**src/rtl/tbe_pkg.sv**
```systemverilog
package tbe_pkg;

  // Event codes as they appear on the result stream.
  typedef enum logic [2:0] {
    EV_NONE  = 3'd0,
    EV_PUSH1 = 3'd1,
    EV_PUSH2 = 3'd2,
    EV_LONG1 = 3'd3,
    EV_LONG2 = 3'd4,
    EV_LREL1 = 3'd5,
    EV_LREL2 = 3'd6,
    EV_BOTH  = 3'd7
  } evt_t;

  typedef enum logic [6:0] {
    ST_INIT      = 7'b0000001,
    ST_WAIT_PUSH = 7'b0000010,
    ST_SW1_WAIT  = 7'b0000100,
    ST_SW2_WAIT  = 7'b0001000,
    ST_SW1_LONG  = 7'b0010000,
    ST_SW2_LONG  = 7'b0100000,
    ST_BOTH      = 7'b1000000
  } state_t;

  localparam int unsigned HOLD_W = 16;

  // Register word indexes on the configuration port.
  localparam logic REG_LONG_PRESS_TICKS = 1'b0;
  localparam logic [HOLD_W-1:0] LONG_PRESS_TICKS_RESET = 16'd100;

  // One sample tick as seen by the detector.
  typedef struct packed {
    logic              tick;
    logic              sw1_pressed;
    logic              sw2_pressed;
    logic [HOLD_W-1:0] long_press_ticks;
  } tick_req_t;

endpackage

```
**src/rtl/tbe_detector.sv**
```systemverilog
module tbe_detector (
  input  logic               clk,
  input  logic               rst,
  input  tbe_pkg::tick_req_t req,
  output tbe_pkg::evt_t      ev
);
  import tbe_pkg::*;

  state_t            state;
  state_t            state_next;
  logic [2:0]        sw1_history;
  logic [2:0]        sw2_history;
  logic [2:0]        sw1_history_next;
  logic [2:0]        sw2_history_next;
  logic [HOLD_W-1:0] sw1_hold_left;
  logic [HOLD_W-1:0] sw2_hold_left;
  logic [HOLD_W-1:0] sw1_hold_left_next;
  logic [HOLD_W-1:0] sw2_hold_left_next;

  // Bit 0 of each history is the newest sample.
  assign sw1_history_next = {sw1_history[1:0], req.sw1_pressed};
  assign sw2_history_next = {sw2_history[1:0], req.sw2_pressed};

  always_comb begin
    state_next         = state;
    sw1_hold_left_next = sw1_hold_left;
    sw2_hold_left_next = sw2_hold_left;
    ev                 = EV_NONE;
    case (state)
      ST_WAIT_PUSH: begin
        if (sw1_history_next == 3'b011) begin
          state_next         = ST_SW1_WAIT;
          sw1_hold_left_next = req.long_press_ticks;
        end else if (sw2_history_next == 3'b011) begin
          state_next         = ST_SW2_WAIT;
          sw2_hold_left_next = req.long_press_ticks;
        end
      end
      ST_SW1_WAIT: begin
        if (sw1_hold_left == '0) begin
          state_next = ST_SW1_LONG;
          ev         = EV_LONG1;
        end else begin
          sw1_hold_left_next = sw1_hold_left - HOLD_W'(1);
          if (sw1_history_next == 3'b100) begin
            state_next = ST_WAIT_PUSH;
            ev         = EV_PUSH1;
          end else if (sw1_history_next[1:0] == 2'b11 && sw2_history_next == 3'b111) begin
            state_next = ST_BOTH;
            ev         = EV_BOTH;
          end
        end
      end
      ST_SW2_WAIT: begin
        if (sw2_hold_left == '0) begin
          state_next = ST_SW2_LONG;
          ev         = EV_LONG2;
        end else begin
          sw2_hold_left_next = sw2_hold_left - HOLD_W'(1);
          if (sw2_history_next == 3'b100) begin
            state_next = ST_WAIT_PUSH;
            ev         = EV_PUSH2;
          end else if (sw2_history_next[1:0] == 2'b11 && sw1_history_next == 3'b111) begin
            state_next = ST_BOTH;
            ev         = EV_BOTH;
          end
        end
      end
      ST_SW1_LONG: begin
        if (sw1_history_next == 3'b000) begin
          state_next = ST_WAIT_PUSH;
          ev         = EV_LREL1;
        end
      end
      ST_SW2_LONG: begin
        if (sw2_history_next == 3'b000) begin
          state_next = ST_WAIT_PUSH;
          ev         = EV_LREL2;
        end
      end
      ST_BOTH: begin
        if (sw1_history_next == 3'b000 && sw2_history_next == 3'b000) begin
          state_next = ST_WAIT_PUSH;
        end
      end
      default: begin
        state_next = ST_WAIT_PUSH;
      end
    endcase
    // Nothing is reported unless a tick is actually taken.
    if (!req.tick) begin
      ev = EV_NONE;
    end
  end

  always_ff @(posedge clk) begin
    if (rst) begin
      state         <= ST_INIT;
      sw1_history   <= '0;
      sw2_history   <= '0;
      sw1_hold_left <= '0;
      sw2_hold_left <= '0;
    end else if (req.tick) begin
      state         <= state_next;
      sw1_history   <= sw1_history_next;
      sw2_history   <= sw2_history_next;
      sw1_hold_left <= sw1_hold_left_next;
      sw2_hold_left <= sw2_hold_left_next;
    end
  end

endmodule

```
**src/rtl/two_button_event_detector.sv**
```systemverilog
// An accepted input beat is registered in the pass stage, then in the result
// register. Throughput: one input beat per cycle while m_tready is high;
// the queue read and detector step each finish in the single pass before it.
// Reset (synchronous, active high) returns the detector to its init state,
// empties the queue by clearing its per-entry valid bits at once, and loads
// long_press_ticks with 100.
module two_button_event_detector #(
  parameter int unsigned QUEUE_DEPTH = 16
) (
  input  logic        clk,
  input  logic        rst,
  input  logic        s_tvalid,
  output logic        s_tready,
  input  logic [7:0]  s_tdata,   // [0] sw1_raw_level, [1] sw2_raw_level, rest zero
  input  logic        s_tuser,   // [0] command
  output logic        m_tvalid,
  input  logic        m_tready,
  output logic [7:0]  m_tdata,   // [2:0] event_code, rest zero
  input  logic        psel,
  input  logic        penable,
  input  logic        pwrite,
  input  logic [2:0]  paddr,
  input  logic [31:0] pwdata,
  output logic [31:0] prdata,
  output logic        pready
);
  import tbe_pkg::*;

  localparam int unsigned QIDX_W = (QUEUE_DEPTH > 1) ? $clog2(QUEUE_DEPTH) : 1;
  localparam logic [QIDX_W-1:0] QIDX_LAST = QIDX_W'(QUEUE_DEPTH - 1);

  function automatic logic [QIDX_W-1:0] qidx_inc(input logic [QIDX_W-1:0] idx);
    return (idx == QIDX_LAST) ? '0 : idx + QIDX_W'(1);
  endfunction

  logic [HOLD_W-1:0]      long_press_ticks;
  logic                   cfg_write;
  logic                   in_beat;
  logic                   is_read;
  tick_req_t              tick_req;
  evt_t                   tick_ev;
  logic [2:0]             queue_mem [QUEUE_DEPTH];
  logic [QUEUE_DEPTH-1:0] queue_valid;
  logic [QIDX_W-1:0]      queue_head;
  logic [QIDX_W-1:0]      queue_tail;
  logic                   queue_push;

  // Pass stage: memory read data and the tick event are captured together.
  logic                   p_valid;
  logic                   p_is_read;
  logic                   p_hit;
  logic [2:0]             p_mem;
  evt_t                   p_ev;
  logic                   p_move;

  logic [2:0]             out_code;

  // Configuration port.
  assign pready    = 1'b1;
  assign cfg_write = psel && penable && pwrite && pready;

  always_ff @(posedge clk) begin
    if (rst) begin
      long_press_ticks <= LONG_PRESS_TICKS_RESET;
    end else if (cfg_write && paddr[2] == REG_LONG_PRESS_TICKS) begin
      long_press_ticks <= pwdata[HOLD_W-1:0];
    end
  end

  assign prdata = (paddr[2] == REG_LONG_PRESS_TICKS) ?
                  {{(32-HOLD_W){1'b0}}, long_press_ticks} : 32'd0;

  // Input side. The pass stage may refill in the same cycle that it drains.
  assign p_move   = p_valid && (!m_tvalid || m_tready);
  assign s_tready = !p_valid || p_move;
  assign in_beat  = s_tvalid && s_tready;
  assign is_read  = s_tuser;

  assign tick_req.tick             = in_beat && !is_read;
  assign tick_req.sw1_pressed      = !s_tdata[0];
  assign tick_req.sw2_pressed      = !s_tdata[1];
  assign tick_req.long_press_ticks = long_press_ticks;

  tbe_detector u_detector (
    .clk (clk),
    .rst (rst),
    .req (tick_req),
    .ev  (tick_ev)
  );

  assign queue_push = (tick_ev != EV_NONE);

  // Event ring. A read clears the entry by dropping its valid bit.
  always_ff @(posedge clk) begin
    if (queue_push) begin
      queue_mem[queue_tail] <= tick_ev;
    end
    if (in_beat) begin
      p_mem <= queue_mem[queue_head];
    end
  end

  always_ff @(posedge clk) begin
    if (rst) begin
      queue_valid <= '0;
      queue_head  <= '0;
      queue_tail  <= '0;
    end else begin
      if (queue_push) begin
        queue_valid[queue_tail] <= 1'b1;
        queue_tail              <= qidx_inc(queue_tail);
      end
      if (in_beat && is_read) begin
        queue_valid[queue_head] <= 1'b0;
        if (queue_head != queue_tail) begin
          queue_head <= qidx_inc(queue_head);
        end
      end
    end
  end

  always_ff @(posedge clk) begin
    if (in_beat) begin
      p_is_read <= is_read;
      p_hit     <= queue_valid[queue_head];
      p_ev      <= tick_ev;
    end
  end

  always_ff @(posedge clk) begin
    if (rst) begin
      p_valid  <= 1'b0;
      m_tvalid <= 1'b0;
    end else begin
      if (in_beat) begin
        p_valid <= 1'b1;
      end else if (p_move) begin
        p_valid <= 1'b0;
      end
      if (p_move) begin
        m_tvalid <= 1'b1;
      end else if (m_tready) begin
        m_tvalid <= 1'b0;
      end
    end
  end

  always_ff @(posedge clk) begin
    if (p_move) begin
      if (p_is_read) begin
        out_code <= p_hit ? p_mem : EV_NONE;
      end else begin
        out_code <= p_ev;
      end
    end
  end

  assign m_tdata = {5'd0, out_code};

endmodule
```
**config.mk**
```make
export PLATFORM = sky130hd
export DESIGN_NAME = two_button_event_detector
export DESIGN_NICKNAME = d
export VERILOG_FILES = /design/src/rtl/tbe_pkg.sv /design/src/rtl/tbe_detector.sv /design/src/rtl/two_button_event_detector.sv
export SDC_FILE = /design/constraint.sdc
export NUM_CORES = 1
export LEC_CHECK = 0
export BUFFER_PORTS_ARGS = -buffer_cell sky130_fd_sc_hd__clkbuf_2
export CORE_MARGIN = 2
export CORE_UTILIZATION = 35
export DETAILED_ROUTE_END_ITERATION = 6
export GPL_TIMING_DRIVEN = 0
export PLACE_DENSITY = 0.57
export REMOVE_ABC_BUFFERS = 1
export SYNTH_ARGS = -nofsm -noshare
export SYNTH_HDL_FRONTEND = slang
export SYNTH_SLANG_ARGS = --single-unit
```
**constraint.sdc**
```tcl
create_clock -name clk -period 2.9 [get_ports clk]
set_input_delay 0.58 -clock clk [delete_from_list [all_inputs] [get_ports clk]]
set_output_delay 0.58 -clock clk [all_outputs]
set_load 0.1 [all_outputs]
```
==> results of run 1 <==
[power by group through the flow]
stage	sequential (mW)	combinational (mW)	clock (mW)
after floorplan	2.19	0.235	0
after global placement	2.18	0.325	0
after detailed placement	2.18	0.329	0
after CTS	2.13	0.334	2.51
after global routing	2.14	0.355	2.61
final	2.13	0.336	2.48
[repair_timing]
item / 4_1_cts / 5_1_grt
pin swaps: 1 / 2
setup endpoints to repair: 152 / 77
cloned: 2 / 1
resized for setup: 14 / 9
buffers inserted: 1 / 0
[path summary, 6_finish.rpt]
kind,startpoint,end,cells after the start
worst min register to register,queue_valid[10],queue_valid[10],1
worst min-delay path,pwdata[8],long_press_ticks[8],3
worst max-delay path,u_detector.sw2_hold_left[0],queue_mem[8][1],8
worst max register to register,u_detector.sw2_hold_left[0],queue_mem[8][1],8
[cells in the final DEF, fill, tap and decap left out, drive strengths merged, types with 12 or more instances in the layout]
cell,count
dfxtp,85
nand2,79
clkbuf,64
a21oi,61
edfxtp,59
nor2,49
o21ai,36
and3,32
inv,29
nor2b,27
conb,22
nor3,22
nand3,21
a22o,21
mux4,20
a31oi,17
nand4,15
nand2b,12
[sequential cells by signal (all words and copies together), names as in the netlist, 2 cells and up]
signal                    flops
u_detector.sw2_history        2
u_detector.sw1_history        2
out_code                      3
p_ev                          3
queue_tail                    4
long_press_ticks             16
queue_head                    4
queue_valid                  16
u_detector.sw2_hold_left     16
u_detector.sw1_hold_left     16
u_detector.state              7
p_mem                         3
queue_mem                    48
[per-layer routing]
| layer | part of all wire (%) | global-route usage (%) |
|---|---|---|
| met5 | 0 | 0 |
| met4 | 2.4 | 6.45 |
| met3 | 4.3 | 3.57 |
| met2 | 48 | 28.1 |
| met1 | 45 | 22.1 |
[metrics by stage]
stage / setup TNS [ns] / cell area (sq um) / std cells / power (mW) / setup WS, ns
2_1_floorplan: -91.16 / 7380 / 738 / 2.42 / -0.949
3_3_place_gp: -72.55 / 7960 / 1065 / 2.50 / -0.853
3_5_place_dp: -72.76 / 8000 / 1066 / 2.51 / -0.891
4_1_cts: 0 / 8720 / 1101 / 4.98 / 0.0120
5_1_grt: -0.229 / 8790 / 1102 / 5.10 / -0.0164
6_report: 0 / 8790 / 1102 / 4.95 / 0.0605
[layout make-up]
| class | count | area, sq um |
|---|---|---|
| inverters | 20 | 75.1 |
| clock inverters | 15 | 236 |
| clock buffers | 17 | 425 |
| multi-input cells | 577 | 3950 |
| well taps | 280 | 350 |
| flip-flops and latches | 144 | 3470 |
| fillers | 2077 | 12900 |
| repair buffers | 49 | 273 |
[cell families after synthesis]
family          share of synthesized area, %
other cells                           0.0979
flops                                   45.3
compound gates                          17.6
xor+xnor                               0.571
mux                                     6.69
simple gates                            22.3
buf+inv                                 5.79
fa+ha+maj                               1.63
[critical path, cell delays in order, from the launching register on]
cell and delay [ns]:
dfxtp_1 0.37, inv_1 0.12, ha_1 0.27, nor4b_4 0.33, nand4_4 0.20, o211a_1 0.19
or3_1 0.42, o31a_4 0.45, and3_1 0.25
==> results.txt, run 1 <==
Fin crit period = 2.84 ns
Sw Pwr = 1.28 mW
Pin count of the biggest net entering global routing = 57
Core Area = 21700 sq um
Switch share = 26.0%
Pleak = 3.27 nW
Global-route wire length before repair = 31800 um
CTS tree = done
CP startpoint kind = flip-flop
Sequential element share of the synthesized area = 45.3%
Sequential share of power = 43.2%
Initial antenna violation count = 0
Synth Register Bits = 144
Placer Congestion = 0.796
Clk root buf = clkbuf_16
Clock network power share = 50.1%
Synth warnings = 0
Post-synthesis async set-or-reset flop share = 0%
Top_reg_cell synth = dfxtp_1
Top cell type by total area after synthesis = edfxtp_1
Syn Std Cell Area = 7670 sq um
DR pass1 iterations = 5
CP Capture Type = flip-flop
Post-synth EDFFs = 59
Syn Inst Count = 787
GRT Total Usage = 17.1%
CTS Buf Count = 17
Vias = 6145
Placed wire-length estimate = 12500 um
Clock skew = 0.00922 ns
I/O pin cnt = 94
Via density = 5.58
Final Slew Violations = 0
Die H = 152 um
Post-synth cell types = 81
Worst endpoint required time = 3.08 ns
Layout cells sized above 1 = 16.4%
Top cell type's share of synthesized area = 23.1%
Crit path DAT = 3.02 ns
DRT antenna net count = 0
Worst hold path type = in -> reg
Largest cells by area after synthesis = edfxtp_1 23%, dfxtp_1 22%, mux4_2 5.9%, a21oi_1 3.9%, nand2_1 3.8%
Status = finished clean
Worst-margin pin slew = 1.13 ns
Final worst path period share = 97.9%
Final hold slack = 0.367 ns
Final setup viols = 0
Clk sinks = 144
CP Class = reg -> reg
Slew HR = 24.4%
Vias in the first global route = 5944
GRT overflow = 0
CTS clk-pin slew, worst paths = 0.07 ns
Die Wd = 152 um
Drt total wl = 19800 um
Critical path peak fanout = 16
Remaining routing DRC violations = 0
R2r setup slk = 0.06 ns
Worst skew pair latency = 0.43 ns
Mean post-synth cell area = 9.75 sq um
Starting DRT DRC Count = 386
Utilization after layout = 40.5%
CTS H-Tree Depth = 4
Synth cell count leaders = 85 x dfxtp_1, 78 x nand2_1, 60 x a21oi_1
Nets = 870
Worst IR Drop VDD = 0.376 mV
Final Hold Vio Count = 0
# diodes = 0
Power Dens Cells = 563 nW/um^2
Most instantiated library cell after synthesis = dfxtp_1
Area Growth Syn to Fin = 14.6%
Logic pwr share = 6.8%
# hold bufs at CTS = 0
Die area = 23100 sq um
CTS max path bufs = 2
Fmax achieved = 352 MHz
Max Cap Violations = 0
Initial Utilization = 35.4%
Per-cell routed wire length = 18.0 um
Int Pwr = 3.66 mW
Site Rows = 54
Port Buffers = 47
Power figures use the tool's default switching activity.
==> run 2, diff against run 1 <==
SYNTH_HIERARCHICAL = 1   (was default)
clock period = 3.5 ns   (was 2.9 ns; I/O delays follow)
==> run 2 against run 1 <==
Against the previous run: wire length decreased by 14%; synthesized cell count decreased by 4.4%; sequential power decreased by 17%; clock skew increased by 0.0031 ns; global-route usage decreased by 1.2 points; synthesized area decreased by 5.1%; cell area decreased by 3.6%; via count decreased by 9.5%.
==> results.txt, run 2 <==
Via density = 5.23 (-6.2%)
Placed cell area = 7630 sq um (-4.6%)
Die area = 22000 sq um (-5.0%)
Dpl cells = 1025 (-3.8%)
Initial Utilization = 35.8% (+0.48 points)
Most used routing layer in global routing = met2
Worst skew pair latency = 0.43 ns (about the same)
Synth warnings = 6 (+6)
Top cell type's share of synthesized area = 24.3% (+1.3 points)
Initial antenna violation count = 0 (unchanged)
Area Growth Syn to Fin = 16.4%
Final setup TNS = 0 ns (unchanged)
Syn Std Cell Area = 7280 sq um (-5.1%)
Fmax achieved = 299 MHz (-15%)
Worst setup margin = 0.150 ns (+0.0896 ns)
Largest register FFs = 48 (unchanged)
Core Area = 20300 sq um (-6.4%)
Die H = 148 um (-2.5%)
Post-Layout Inst Area = 8470 sq um (-3.6%)
Mean post-synth cell area = 9.68 sq um (-0.72%)
CTS H-Tree Depth = 4 (unchanged)
Synth cell count leaders = 86 x nor2_1, 85 x dfxtp_1, 78 x nand2_1
Drt total wl = 17100 um (-14%)
Per-cell routed wire length = 16.1 um (-11%)
Critical path peak fanout = 13 (-3)
Top reg by flops = queue_mem
Vias = 5563 (-9.5%)
Most instantiated library cell after synthesis = nor2_1
Post-synthesis async set-or-reset flop share = 0% (unchanged)
DR pass1 iterations = 6 (+1)
Utilization after layout = 41.7% (+1.2 points)
Worst hold path type = reg -> reg
Remaining routing DRC violations = 0 (unchanged)
CTS clk-pin slew, worst paths = 0.06 ns (about the same)
Synth Register Bits = 144 (unchanged)
Starting DRT DRC Count = 424 (+9.8%)
Clk root buf = clkbuf_16
Placed wire-length estimate = 11400 um (-8.6%)
Port Buffers = 47 (unchanged)
Final hold slack = 0.479 ns (+0.112 ns)
Final setup viols = 0 (unchanged)
CTS tree = done
Met2 usage = 25.1% (-3.0 points)
Status = finished clean
R2R cell count = 13 (+5)
Post-synth cell types = 74 (-8.6%)
Post-synth EDFFs = 59 (unchanged)
# diodes = 0 (unchanged)
Syn Inst Count = 752 (-4.4%)
# hold bufs at CTS = 0 (unchanged)
CTS Buf Count = 17 (unchanged)
Final Slew Violations = 0 (unchanged)
Fillers = 1977 (-4.8%)
CP startpoint kind = flip-flop
Most common cell after layout, fill and taps aside = dfxtp_1
Pin count of the biggest net entering global routing = 46 (-19%)
Die Wd = 148 um (-2.5%)
Worst-margin pin slew = 1.14 ns (+0.00679 ns)
Clock skew = 0.0123 ns (+0.00310 ns)
GRT Total Usage = 15.8% (-1.2 points)
DRT antenna net count = 0 (unchanged)
Worst hold path depth = 2 (-1)
Vias in the first global route = 5297 (-11%)
Global-route wire length before repair = 27700 um (-13%)
Layout cells sized above 1 = 20.7% (+4.2 points)
Final Hold Vio Count = 0 (unchanged)
Clk sinks = 144 (unchanged)
Crit path DAT = 3.68 ns (+0.66 ns)
Max Cap Violations = 0 (unchanged)
CP Class = reg -> reg
Commonest cells after routing, fill and taps aside = 84 x dfxtp_1, 77 x nand2_1, 73 x nor2_1, 68 x a21oi_1, 59 x edfxtp_1
GRT overflow = 0 (unchanged)
Worst IR Drop VDD = 0.347 mV (-7.8%)
Power Dens Cells = 443 nW/um^2 (-21%)
Met1 GRT Util = 21.4% (-0.73 points)
Finished Layout Cells = 1064 (-3.4%)
Top cell type by total area after synthesis = edfxtp_1
Final worst path period share = 95.7% (-2.2 points)
Placer Congestion = 0.744 (-6.5%)
Slew HR = 24.0% (-0.45 points)
Pleak = 3.02 nW (-7.6%)
GR Util met3 = 3.31% (-0.25 points)
Worst endpoint required time = 3.83 ns (+0.75 ns)
Total Power = 3.75 mW (-24%)
Sequential element share of the synthesized area = 47.7% (+2.5 points)
CP Capture Type = flip-flop
Top_reg_cell synth = dfxtp_1
I/O pin cnt = 94 (unchanged)
R2r setup slk = 0.15 ns (+0.09 ns)
Site Rows = 52 (-3.7%)
Nets = 842 (-3.2%)
CTS max path bufs = 2 (unchanged)
Fin crit period = 3.35 ns (+0.510 ns)
Largest cells by area after synthesis = edfxtp_1 24%, dfxtp_1 23%, mux4_2 5.0%, a21oi_1 4.9%, nor2_1 4.4%
Dpl ws = -1.60 ns (-0.707 ns)
==> run 2: critical path, cell delays in order (launching register included) <==
cell,delay (ns)
dfxtp_1,0.34
inv_1,0.07
ha_1,0.18
or3b_1,0.45
or4_4,0.62
nor2_2,0.20
nand2_2,0.14
a31oi_4,0.24
buf_8,0.20
o31ai_4,0.09
buf_12,0.15
nor2_2,0.24
nor2_1,0.08
a311oi_1,0.26
==> run 2: cell families (layout without fill, tap and decap cells) <==
family                   Yosys count  in the layout  share of synthesized area (%)
AND/OR/NAND/NOR                  294            294                           20.3
AO/OA/AOI/OAI                    184            184                           16.9
flip-flops                       144            144                           47.7
buffers and inverters             86            108                           6.19
multiplexers                      25             25                           6.29
adder cells (fa/ha/maj)           10             10                           1.72
XOR/XNOR                           7              7                          0.843
other                              2             22                          0.103
==> run 2: layout make-up <==
cell class / count / area (sq um) / area share, %
multi-input cells: 542 / 3660 / 43.3
clock inverters: 12 / 111 / 1.31
well taps: 270 / 338 / 3.99
flip-flops and latches: 144 / 3470 / 41.0
repair buffers: 58 / 368 / 4.34
inverters: 18 / 67.6 / 0.798
clock buffers: 20 / 447 / 5.27
==> run 2: final timing paths <==
path,start,to
setup / recovery,u_detector/sw1_hold_left[0],queue_valid[7]
hold / removal,u_detector/sw1_hold_left[8],u_detector/sw1_hold_left[8]
setup reg to reg,u_detector/sw1_hold_left[0],queue_valid[7]
hold reg to reg,u_detector/sw1_hold_left[8],u_detector/sw1_hold_left[8]
==> run 2: what timing repair did <==
action,CTS,global route
endpoints found under the setup margin,109,63
buffers inserted,2,5
pin swaps,2,7
gates cloned,0,0
gates resized for setup,19,27
==> run 2: metal layers <==
| metal | up-vias | routed length (um) | part of all wire, % |
|---|---|---|---|
| met3 | 19 | 616 | 3.6 |
| met1 | 2633 | 8120 | 48 |
| li1 | 2784 | - | - |
| met2 | 127 | 8020 | 47 |
| met4 | 0 | 332 | 1.9 |
| met5 | - | 0 | 0 |
==> run 2: power by group <==
| part | internal (mW) | switching, mW |
|---|---|---|
| Combinational | 0.0444 | 0.223 |
| Clock | 0.998 | 0.719 |
| Sequential | 1.75 | 0.0158 |
| Total | 2.79 | 0.957 |
